[config.mk]
export PLATFORM = sky130hd
export DESIGN_NAME = c3rq_ctrl
export DESIGN_NICKNAME = d
export VERILOG_FILES = /design/src/rtl/conv3x3_relu_requant_top_macros.svh /design/src/rtl/c3rq_pkg.sv /design/src/rtl/c3rq_ctrl.sv
export SDC_FILE = /design/constraint.sdc
export NUM_CORES = 1
export LEC_CHECK = 0
export ABC_AREA = 1
export BUFFER_PORTS_ARGS = -buffer_cell sky130_fd_sc_hd__buf_2
export CORE_MARGIN = 4
export CORE_UTILIZATION = 55
export DETAILED_ROUTE_END_ITERATION = 16
export PLACE_DENSITY_LB_ADDON = 0.25
export REMOVE_ABC_BUFFERS = 1
export SETUP_SLACK_MARGIN = 0.4
export SYNTH_ARGS = -nofsm -noshare
export SYNTH_HDL_FRONTEND = slang
export SYNTH_SLANG_ARGS = --single-unit
export TNS_END_PERCENT = 100
[constraint.sdc]
create_clock -name i_clk -period 4.3 [get_ports i_clk]
set_input_delay 0.86 -clock i_clk [delete_from_list [all_inputs] [get_ports i_clk]]
set_output_delay 0.86 -clock i_clk [all_outputs]
set_load 0.05 [all_outputs]
[src/rtl/conv3x3_relu_requant_top_macros.svh]
// Assertion macros shared by the convolution block.
`ifndef CONV3X3_RELU_REQUANT_TOP_MACROS_SVH
`define CONV3X3_RELU_REQUANT_TOP_MACROS_SVH

// Same-cycle implication, sampled on the rising clock edge outside reset.
`define C3_ASSERT_NOW(label, ante, cons) \
    label: assert property (@(posedge i_clk) disable iff (!i_rst_n) (ante) |-> (cons)) \
        else $error("same-cycle check failed");

// Next-cycle implication, sampled on the rising clock edge outside reset.
`define C3_ASSERT_NEXT(label, ante, cons) \
    label: assert property (@(posedge i_clk) disable iff (!i_rst_n) (ante) |=> (cons)) \
        else $error("next-cycle check failed");

`endif

[src/rtl/c3rq_pkg.sv]
// Shared types and codes of the 3x3 convolution block.
package c3rq_pkg;

    // Item kinds carried in the input tuser.
    localparam logic [1:0] OP_WEIGHT = 2'd0;
    localparam logic [1:0] OP_BIAS   = 2'd1;
    localparam logic [1:0] OP_ACT    = 2'd2;

    // Configuration register indexes.
    localparam logic [2:0] REG_HEIGHT    = 3'd0;
    localparam logic [2:0] REG_WIDTH     = 3'd1;
    localparam logic [2:0] REG_IN_CH     = 3'd2;
    localparam logic [2:0] REG_OUT_CH    = 3'd3;
    localparam logic [2:0] REG_LSHIFT    = 3'd4;
    localparam logic [2:0] REG_RSHIFT    = 3'd5;

    // Requantization ceiling.
    localparam logic [15:0] CLIP_MAX = 16'd15;

    // Shift settings that the datapath needs.
    typedef struct packed {
        logic [2:0] left_shift;
        logic [2:0] right_shift;
    } t_shift_cfg;

    // Commands from the controller to the datapath.
    typedef struct packed {
        logic act_we;
        logic wgt_we;
        logic bias_we;
        logic clear;
        logic issue;
        logic fin;
        logic emit;
        logic last;
    } t_dp_cmd;

    // Status from the datapath to the controller.
    typedef struct packed {
        logic out_free;
    } t_dp_status;

endpackage

[src/rtl/c3rq_ctrl.sv]
// Controller: configuration, frame counters and the MAC sequencer.
module c3rq_ctrl
    import c3rq_pkg::*;
#(
    parameter int MAX_WIDTH  = 32,
    parameter int MAX_IN_CH  = 16,
    parameter int MAX_OUT_CH = 16,
    localparam int RDEPTH = 3 * MAX_WIDTH * MAX_IN_CH,
    localparam int RA     = $clog2(RDEPTH),
    localparam int WDEPTH = 9 * MAX_IN_CH * MAX_OUT_CH,
    localparam int WA     = $clog2(WDEPTH),
    localparam int BA     = (MAX_OUT_CH > 1) ? $clog2(MAX_OUT_CH) : 1,
    localparam int COLW   = $clog2(MAX_WIDTH),
    localparam int CW     = (MAX_IN_CH > 1) ? $clog2(MAX_IN_CH) : 1
) (
    input  logic          i_clk,
    input  logic          i_rst_n,
    input  logic          i_cfg_we,
    input  logic [2:0]    i_cfg_idx,
    input  logic [5:0]    i_cfg_data,
    input  logic          i_in_valid,
    input  logic [1:0]    i_op,
    input  logic [11:0]   i_wgt_index,
    input  logic [3:0]    i_bias_index,
    input  t_dp_status    i_status,
    output logic          o_in_ready,
    output t_dp_cmd       o_cmd,
    output t_shift_cfg    o_cfg,
    output logic [RA-1:0] o_row_waddr,
    output logic [RA-1:0] o_row_raddr,
    output logic [WA-1:0] o_wgt_waddr,
    output logic [WA-1:0] o_wgt_raddr,
    output logic [BA-1:0] o_bias_waddr,
    output logic [BA-1:0] o_bias_raddr,
    output logic [3:0]    o_chan,
    output logic [4:0]    o_row,
    output logic [4:0]    o_col
);

    typedef enum logic [2:0] {S_IDLE, S_MAC, S_TAIL, S_FIN, S_EMIT} t_state;

    localparam int WMAX = (MAX_WIDTH < 32) ? MAX_WIDTH : 32;
    localparam int IMAX = (MAX_IN_CH < 16) ? MAX_IN_CH : 16;
    localparam int OMAX = (MAX_OUT_CH < 16) ? MAX_OUT_CH : 16;

    t_state          r_state;
    logic [5:0]      r_height;
    logic [5:0]      r_width;
    logic [4:0]      r_in_ch;
    logic [4:0]      r_out_ch;
    logic [2:0]      r_lshift;
    logic [2:0]      r_rshift;
    logic [4:0]      r_row;
    logic [COLW-1:0] r_col;
    logic [CW-1:0]   r_ch;
    logic [1:0]      r_slot;
    logic [4:0]      r_wrow;
    logic [COLW-1:0] r_wcol;
    logic [1:0]      r_wslot;
    logic [1:0]      r_kr;
    logic [1:0]      r_kc;
    logic [CW-1:0]   r_fi;
    logic [4:0]      r_fo;
    logic [WA-1:0]   r_wi;

    logic       w_accept;
    logic       w_pix_done;
    logic       w_window;
    logic       w_mac_last;
    logic       w_fo_last;
    logic [2:0] w_rsum;
    logic [1:0] w_rslot;

    // Saturate a register value into its range.
    function automatic logic [5:0] clamp6(input logic [5:0] v, input logic [5:0] lo,
                                          input logic [5:0] hi);
        logic [5:0] res;
        res = v;
        if (v < lo) res = lo;
        if (v > hi) res = hi;
        return res;
    endfunction

    assign o_in_ready = (r_state == S_IDLE);
    assign w_accept   = i_in_valid && o_in_ready;
    assign w_pix_done = (6'(r_ch) + 6'd1 >= 6'(r_in_ch));
    assign w_window   = (r_row >= 5'd2) && (7'(r_col) >= 7'd2);
    assign w_mac_last = (r_kr == 2'd2) && (r_kc == 2'd2) && (6'(r_fi) + 6'd1 == 6'(r_in_ch));
    assign w_fo_last  = (r_fo + 5'd1 == r_out_ch);

    // Window row slot: oldest row first, the current row last.
    assign w_rsum  = 3'(r_wslot) + 3'(r_kr) + 3'd1;
    assign w_rslot = (w_rsum >= 3'd3) ? 2'(w_rsum - 3'd3) : w_rsum[1:0];

    // Store addresses.
    assign o_row_waddr = (RA'(r_slot) * RA'(MAX_WIDTH) + RA'(r_col)) * RA'(MAX_IN_CH)
                         + RA'(r_ch);
    assign o_row_raddr = (RA'(w_rslot) * RA'(MAX_WIDTH) + RA'(r_wcol) + RA'(r_kc))
                         * RA'(MAX_IN_CH) + RA'(r_fi);
    assign o_wgt_waddr  = WA'(i_wgt_index);
    assign o_wgt_raddr  = r_wi;
    assign o_bias_waddr = BA'(i_bias_index);
    assign o_bias_raddr = BA'(r_fo);
    assign o_chan       = r_fo[3:0];
    assign o_row        = r_wrow;
    assign o_col        = 5'(r_wcol);
    assign o_cfg.left_shift  = r_lshift;
    assign o_cfg.right_shift = r_rshift;

    // Datapath commands decoded from state and the accepted item.
    always_comb begin
        o_cmd = '0;
        unique case (r_state)
            S_IDLE: begin
                if (w_accept) begin
                    o_cmd.wgt_we  = (i_op == OP_WEIGHT) && (32'(i_wgt_index) < WDEPTH);
                    o_cmd.bias_we = (i_op == OP_BIAS) && (32'(i_bias_index) < MAX_OUT_CH);
                    o_cmd.act_we  = (i_op == OP_ACT);
                    o_cmd.clear   = (i_op == OP_ACT);
                end
            end
            S_MAC:  o_cmd.issue = 1'b1;
            S_TAIL: ;
            S_FIN:  o_cmd.fin = 1'b1;
            S_EMIT: begin
                o_cmd.emit  = i_status.out_free;
                o_cmd.last  = w_fo_last;
                o_cmd.clear = i_status.out_free;
            end
            default: ;
        endcase
    end

    // State, configuration and counters.
    always_ff @(posedge i_clk) begin
        if (!i_rst_n) begin
            r_state  <= S_IDLE;
            r_height <= 6'd32;
            r_width  <= 6'(WMAX);
            r_in_ch  <= 5'd1;
            r_out_ch <= 5'd1;
            r_lshift <= 3'd0;
            r_rshift <= 3'd0;
            r_row    <= '0;
            r_col    <= '0;
            r_ch     <= '0;
            r_slot   <= '0;
            r_wrow   <= '0;
            r_wcol   <= '0;
            r_wslot  <= '0;
            r_kr     <= '0;
            r_kc     <= '0;
            r_fi     <= '0;
            r_fo     <= '0;
            r_wi     <= '0;
        end else begin
            unique case (r_state)
                S_IDLE: begin
                    if (w_accept && i_op == OP_ACT) begin
                        if (w_pix_done) begin
                            r_ch <= '0;
                            if (w_window) begin
                                r_wrow  <= r_row - 5'd2;
                                r_wcol  <= r_col - COLW'(2);
                                r_wslot <= r_slot;
                                r_kr    <= '0;
                                r_kc    <= '0;
                                r_fi    <= '0;
                                r_fo    <= '0;
                                r_wi    <= '0;
                                r_state <= S_MAC;
                            end
                            if (7'(r_col) + 7'd1 >= 7'(r_width)) begin
                                r_col <= '0;
                                if (6'(r_row) + 6'd1 >= r_height) begin
                                    r_row  <= '0;
                                    r_slot <= '0;
                                end else begin
                                    r_row  <= r_row + 5'd1;
                                    r_slot <= (r_slot == 2'd2) ? 2'd0 : r_slot + 2'd1;
                                end
                            end else begin
                                r_col <= r_col + COLW'(1);
                            end
                        end else begin
                            r_ch <= r_ch + CW'(1);
                        end
                    end
                end
                S_MAC: begin
                    r_wi <= r_wi + WA'(1);
                    if (6'(r_fi) + 6'd1 == 6'(r_in_ch)) begin
                        r_fi <= '0;
                        if (r_kc == 2'd2) begin
                            r_kc <= '0;
                            r_kr <= r_kr + 2'd1;
                        end else begin
                            r_kc <= r_kc + 2'd1;
                        end
                    end else begin
                        r_fi <= r_fi + CW'(1);
                    end
                    if (w_mac_last) begin
                        r_kr    <= '0;
                        r_state <= S_TAIL;
                    end
                end
                S_TAIL: r_state <= S_FIN;
                S_FIN:  r_state <= S_EMIT;
                S_EMIT: begin
                    if (i_status.out_free) begin
                        if (w_fo_last) begin
                            r_state <= S_IDLE;
                        end else begin
                            r_fo    <= r_fo + 5'd1;
                            r_state <= S_MAC;
                        end
                    end
                end
                default: r_state <= S_IDLE;
            endcase

            // A write to one of the configuration registers restarts the frame; a write to an unused index does not.
            if (i_cfg_we) begin
                unique case (i_cfg_idx)
                    REG_HEIGHT: r_height <= clamp6(i_cfg_data, 6'd3, 6'd32);
                    REG_WIDTH:  r_width  <= clamp6(i_cfg_data, 6'd3, 6'(WMAX));
                    REG_IN_CH:  r_in_ch  <= 5'(clamp6({1'b0, i_cfg_data[4:0]}, 6'd1,
                                                      6'(IMAX)));
                    REG_OUT_CH: r_out_ch <= 5'(clamp6({1'b0, i_cfg_data[4:0]}, 6'd1,
                                                      6'(OMAX)));
                    REG_LSHIFT: r_lshift <= i_cfg_data[2:0];
                    REG_RSHIFT: r_rshift <= (i_cfg_data[2:0] > 3'd6) ? 3'd6
                                                                      : i_cfg_data[2:0];
                    default: ;
                endcase
                if (i_cfg_idx <= REG_RSHIFT) begin
                    r_row  <= '0;
                    r_col  <= '0;
                    r_ch   <= '0;
                    r_slot <= '0;
                end
            end
        end
    end

endmodule

==> results.py, run 1 <==
metrics = {
    "timing": {
        "rsz0062_at_grt": "false",
        "finalMaxSlewViolations": 0,
        "fmax_mhz": 276,
        "fin_skew_ns": 0.0108,
        "worstMarginPinSlew_ns": 0.681,
        "hold_ws_ns": 0.472,
        "fin_crit_ns": 3.62,
        "hold_viol": 0,
        "fin_crit_sh_pct": 84.2,
        "relSlewSlack_pct": 54.6,
        "fin_tns_setup_ns": 0,
        "finalSetupViolCount": 0,
    },
    "final_layout": {
        "area.growth.synth_to_final_pct": 11.2,
        "diodes": 0,
        "layout.nets": 873,
        "layout-drive-gt1-share_pct": 16.0,
    },
    "place": {
        "place_congestion": 0.876,
        "port_buffers": 90,
        "dp_hpwl_um": 9320,
    },
    "global_route": {
        "grt_first_pass_wirelength_um": 20800,
        "antenna_found_initial": 0,
        "grt_pass1_vias": 4659,
        "grt_util_all_layers_pct": 22.5,
        "grt_max_degree": 46,
        "grt.overflow.total": 0,
    },
    "pwr": {
        "p_total_mw": 1.56,
        "peakVddDrop_mv": 0.173,
        "power_density_mw_per_mm2": 273,
        "cellLeakagePower_nw": 2.76,
    },
    "flow_run": {
        "maxCapViolCount": 0,
    },
    "routing": {
        "vias_per_cell": 5.31,
        "wl_per_cell_um": 13.1,
        "drtIter0Drc": 272,
        "vias": 4890,
        "drc": 0,
        "drtAntennaViolNets": 0,
        "dr.pass1.iters": 5,
        "routed_wl_um": 12000,
    },
    "clocking": {
        "clock-root-buffer": "clkbuf_8",
        "cts-htree-levels": 3,
        "clkSlewWorstSetupHoldPaths_ns": 0.08,
        "holdBufCountCts": 0,
        "clkLatencyLatePin_ns": 0.35,
        "cts_sinks": 84,
        "cts_tree": "built",
        "post_cts_buffers": 0,
        "cts_buffer_depth": 2,
        "cts_resized": 0,
        "numCtsBuffers": 9,
    },
    "yosys": {
        "synth.ff_latch_count": 84,
        "yosys-top-cells-area": "dfxtp_1 (33%), nand2_1 (10%), ha_1 (8.3%)",
        "synth_area_leader_cell": "dfxtp_1",
        "synth_top_flop_cell": "dfxtp_1",
        "yosysWarnings": 0,
        "synth.most_common_cell": "nand2_1",
        "avgSynthCellArea_um2": 6.96,
        "syn-instance-count": 738,
        "synth_top_area_share_pct": 32.7,
        "synth_edf_count": 0,
        "synthTopCellsByCount": "nand2_1 (139), inv_1 (109), dfxtp_1 (84)",
        "async_flop_share_pct": 0,
        "synth.distinct_cells": 35,
        "yosysSeqAreaShare_pct": 32.7,
        "synth.cell_area_mm2": 0.00514,
    },
    "floorplanning": {
        "dieHeight_um": 105,
        "core_area_mm2": 0.00915,
        "die_w_um": 105,
        "dieArea_mm2": 0.0110,
        "rows": 35,
        "ios": 115,
        "initial_core_util_pct": 56.1,
    },
    "setup_path": {
        "r2r_slack_ns": 1.77,
        "crit_required_ns": 3.44,
        "path_class": "flip-flop to output pin",
        "cp_max_fo": 4,
        "critPathCaptureType": "output pin",
        "cp-start-kind": "flip-flop",
        "critPathArrivalTime_ns": 2.76,
    },
    "status": {
        "outcome": "complete, no violations",
    },
    "min_path": {
        "hp-class": "flip-flop to flip-flop",
    },
}
layer usage:
metal,part of all wire [%],vias up,wire (um),global-route usage [%]
li1,-,2513,-,-
met1,46,2222,5540,28.5
met2,47,142,5670,38.5
met3,5.5,13,664,4.45
met4,1.3,0,159,7.40
met5,0,-,0,0
power breakdown:
| part | internal, mW | leakage [nW] | switching, mW |
|---|---|---|---|
| registers | 0.788 | 0.679 | 0.00907 |
| clock network | 0.329 | 0.111 | 0.284 |
| logic | 0.0419 | 1.97 | 0.106 |
| total | 1.16 | 2.76 | 0.399 |
final timing paths:
path,cells after the start,from,end
max,13,r_kr[0],o_row_raddr[10]
min,2,r_width[4],r_width[4]
min reg2reg,2,r_width[4],r_width[4]
max reg2reg,11,r_ch[0],o_row[4]
per-stage QoR:
stage          instance area [um^2]  std cells  utilization (%)  worst slack, ns
2_1_floorplan                  4890        702                -            0.829
3_3_place_gp                   5500        905             60.1             1.15
3_5_place_dp                   5500        905             60.1             1.07
4_1_cts                        5710        921             62.4            0.674
5_1_grt                        5710        921             62.4            0.484
6_report                       5710        921             62.4            0.678
sequential cells by signal (all words and copies together), names as in the netlist, 5 cells and up:
signal       flops
o_row            5
o_col            5
r_fo             5
r_col            5
r_in_ch          5
r_out_ch         5
r_row            5
o_wgt_raddr     12
r_width          6
r_height         6
cells by family (layout without fill, tap and decap cells):
family | Yosys count | count (layout) | synth area share, %
flip-flops | 84 | 84 | 32.7
AND/OR/NAND/NOR | 321 | 321 | 28.8
XOR/XNOR | 19 | 19 | 3.24
AO/OA/AOI/OAI | 128 | 128 | 12.9
adder cells (fa/ha/maj) | 36 | 36 | 9.06
buffers and inverters | 150 | 222 | 13.3
cell usage in the layout (no fill, tap or decap), types with 3 or more instances in the layout:
master | netlist | routed
nand2_2 | 4 | 4
o211ai_1 | 3 | 3
or2_2 | 5 | 5
a21oi_1 | 67 | 67
nand3_1 | 48 | 48
nor3_1 | 15 | 15
xnor2_1 | 4 | 4
nor2_1 | 71 | 71
ha_1 | 34 | 34
a211oi_1 | 4 | 4
xor2_1 | 15 | 15
clkbuf_8 | 0 | 9
o21ai_0 | 50 | 50
nand4_1 | 22 | 22
inv_1 | 109 | 109
buf_2 | 6 | 90
nor2_4 | 3 | 3
nand2_1 | 139 | 139
nand3b_1 | 4 | 4
dfxtp_1 | 84 | 84
cell type report:
type,count,area (um^2)
clock buffer,10,128
clock inverter,6,87.6
fill,855,3440
inverter,114,438
multi-input combinational,504,2780
sequential,84,1680
tap,111,139
timing repair buffer,92,465
worst max-delay path, cell delays in order, from the launching register on:
cell and delay, ns:
dfxtp_1 0.30, inv_1 0.11, ha_1 0.16, inv_1 0.05, fa_1 0.46, ha_1 0.22
nor2_1 0.16, o21ai_0 0.11, inv_1 0.08, nor2_1 0.04, a21oi_1 0.20, nand4_1 0.13
xor2_1 0.13, buf_2 0.27
No activity file was read; power rests on OpenSTA's default activity.
==> run 2, diff against run 1 <==
Settings changed: ABC_AREA 1 to 0.
Clock period 4.3 ns to 3.38 ns, I/O delays scaled along.
==> results.py, run 2 <==
metrics = {
    "status": {
        "outcome": "complete, no violations",
    },
    "setup_path": {
        "r2r_slack_ns": 0.63,
        "cp_max_fo": 3,
        "critPathArrivalTime_ns": 2.57,
        "reg2regPathDepth": 10,
        "cp-start-kind": "flip-flop",
        "path_class": "flip-flop to output pin",
        "crit_required_ns": 2.70,
        "r2r_end": "r_kr[1]",
        "critPathCaptureType": "output pin",
        "r2r-start": "r_ch[0]",
    },
    "yosys": {
        "yosysSeqAreaShare_pct": 33.0,
        "synth.most_common_cell": "nor2_1",
        "synth_top_flop_cell": "dfxtp_1",
        "yosysWarnings": 0,
        "synth.distinct_cells": 64,
        "synthTopCellsByCount": "nor2_1 (86), dfxtp_1 (84), nand2_1 (54)",
        "synth_top_area_share_pct": 33.0,
        "syn-instance-count": 618,
        "yosys-top-cells-area": "dfxtp_1 (33%), ha_1 (8.4%), nor2_1 (6.3%)",
        "avgSynthCellArea_um2": 8.24,
        "async_flop_share_pct": 0,
        "synth.cell_area_mm2": 0.00509,
        "synth_edf_count": 0,
        "synth.ff_latch_count": 84,
        "synth_area_leader_cell": "dfxtp_1",
    },
    "final_layout": {
        "largest_reg_flops": 12,
        "layout_common_cells": "buf_2 (87), nor2_1 (85), dfxtp_1 (80), nand2_1 (53), inv_1 (34)",
        "layout-drive-gt1-share_pct": 21.9,
        "diodes": 0,
        "area.growth.synth_to_final_pct": 13.0,
        "layout.nets": 749,
        "layout_commonest_cell": "buf_2",
    },
    "floorplanning": {
        "rows": 34,
        "dieHeight_um": 104,
        "core_area_mm2": 0.00885,
        "dieArea_mm2": 0.0109,
        "die_w_um": 104,
        "ios": 115,
        "initial_core_util_pct": 57.6,
    },
    "global_route": {
        "grt-busiest-layer": "met2",
        "grt_util_all_layers_pct": 22.1,
        "antenna_found_initial": 0,
        "gr-usage-met3_pct": 5.21,
        "use_met2_pct": 37.2,
        "grtUsageMet1_pct": 27.4,
        "grt_pass1_vias": 4249,
        "grt.overflow.total": 0,
        "grt_first_pass_wirelength_um": 20200,
        "grt_max_degree": 29,
    },
    "place": {
        "place_ws_ns": 0.308,
        "port_buffers": 90,
        "place_congestion": 0.871,
        "dp_hpwl_um": 8790,
    },
    "timing": {
        "hold_viol": 0,
        "worstMarginPinSlew_ns": 0.560,
        "hold_ws_ns": 0.495,
        "relSlewSlack_pct": 62.4,
        "fin_crit_sh_pct": 96.0,
        "fin_skew_ns": 0.00885,
        "finalSetupViolCount": 0,
        "finalMaxSlewViolations": 0,
        "fin_crit_ns": 3.25,
        "fmax_mhz": 308,
        "setup_slack_ns": 0.134,
        "rsz0062_at_grt": "true",
    },
    "flow_run": {
        "maxCapViolCount": 0,
    },
    "clocking": {
        "clkLatencyLatePin_ns": 0.36,
        "clkSlewWorstSetupHoldPaths_ns": 0.08,
        "cts-htree-levels": 3,
        "clock-root-buffer": "clkbuf_8",
        "cts_buffer_depth": 2,
        "cts_sinks": 84,
        "holdBufCountCts": 0,
        "cts_tree": "built",
        "numCtsBuffers": 9,
    },
    "routing": {
        "wl_per_cell_um": 15.0,
        "vias_per_cell": 5.51,
        "drc": 0,
        "drtIter0Drc": 200,
        "routed_wl_um": 11900,
        "drtAntennaViolNets": 0,
        "dr.pass1.iters": 4,
        "vias": 4373,
    },
    "min_path": {
        "hp-class": "flip-flop to flip-flop",
        "hold_end": "r_ch[1]",
        "hp-start": "r_ch[1]",
        "hold_depth": 2,
    },
    "pwr": {
        "peakVddDrop_mv": 0.168,
        "cellLeakagePower_nw": 2.56,
        "power_density_mw_per_mm2": 331,
    },
}
## run 2: kinds of logic (layout without fill, tap and decap cells)
group | count (synthesis) | in the layout | share of synthesized area (%)
and+or+nand+nor | 253 | 253 | 25.0
DFF | 84 | 84 | 33.0
muxes | 19 | 19 | 3.76
buffers and inverters | 87 | 155 | 9.06
adders and majority gates | 37 | 37 | 9.33
xor gates and xnor gates | 39 | 39 | 6.71
AOI/OAI and AO/OA | 99 | 99 | 13.1
## run 2: metrics by stage
stage	cell area, um^2	setup TNS, ns	power (mW)	std cells	util (%)
after floorplan	4790	-5.69	1.11	570	-
after global placement	5420	0	1.17	772	61.2
after detailed placement	5420	0	1.17	772	61.2
after CTS	5680	0	1.91	792	64.2
after global routing	5760	0	1.97	794	65.0
final	5760	0	1.90	794	65.0
## run 2: where the power goes
group / leakage (nW) / total [mW] / internal (mW) / switching [mW]
Combinational: 1.78 / 0.153 / 0.0482 / 0.105
Clock: 0.102 / 0.750 / 0.380 / 0.370
Sequential: 0.679 / 1.00 / 0.995 / 0.00474
Total: 2.56 / 1.90 / 1.42 / 0.480
## run 2: area by class of cell
type                       instances  area, um^2
clock buffer                      12         155
clock inverter                     4        47.5
fill                             766        3090
inverter                          39         159
multi-input combinational        447        3040
sequential                        84        1690
tap                              108         135
timing repair buffer             100         537
## run 2: how the worst max path moves through the flow
stage / cells past startpoint / start / slack, ns / endpoint
2_1_floorplan: 9 / r_ch[0] / -0.34 / o_wgt_raddr[0]
3_3_place_gp: 9 / r_kr[0] / 0.38 / o_row_raddr[9]
3_5_place_dp: 9 / r_kr[0] / 0.31 / o_row_raddr[9]
4_1_cts: 9 / r_kr[0] / 0.15 / o_row_raddr[9]
5_1_grt: 9 / r_kr[0] / 0.06 / o_row_raddr[9]
6_report: 9 / r_kr[0] / 0.13 / o_row_raddr[9]
## run 2: what timing repair did
item / 4_1_cts / 5_1_grt
pin swaps: 5 / 5
setup endpoints to repair: 13 / 13
gates resized for setup: 14 / 16
endpoints found under the hold margin: 0 / 0
setup buffers: 4 / 2
## run 2: per-layer routing
metal	vias to the layer above	wire (um)	part of all wire, %
met5	-	0	0
met4	0	270	2.3
met1	2023	5210	44
li1	2211	-	-
met2	117	5750	48
met3	22	641	5.4
## run 2: worst max-delay path, cell delays in order, from the launching register on
cell and delay [ns]:
dfxtp_2 0.35, inv_2 0.05, ha_4 0.15, inv_2 0.05, fa_1 0.44, ha_2 0.21
or4_4 0.50, nand2_2 0.09, xor2_1 0.15, buf_4 0.21
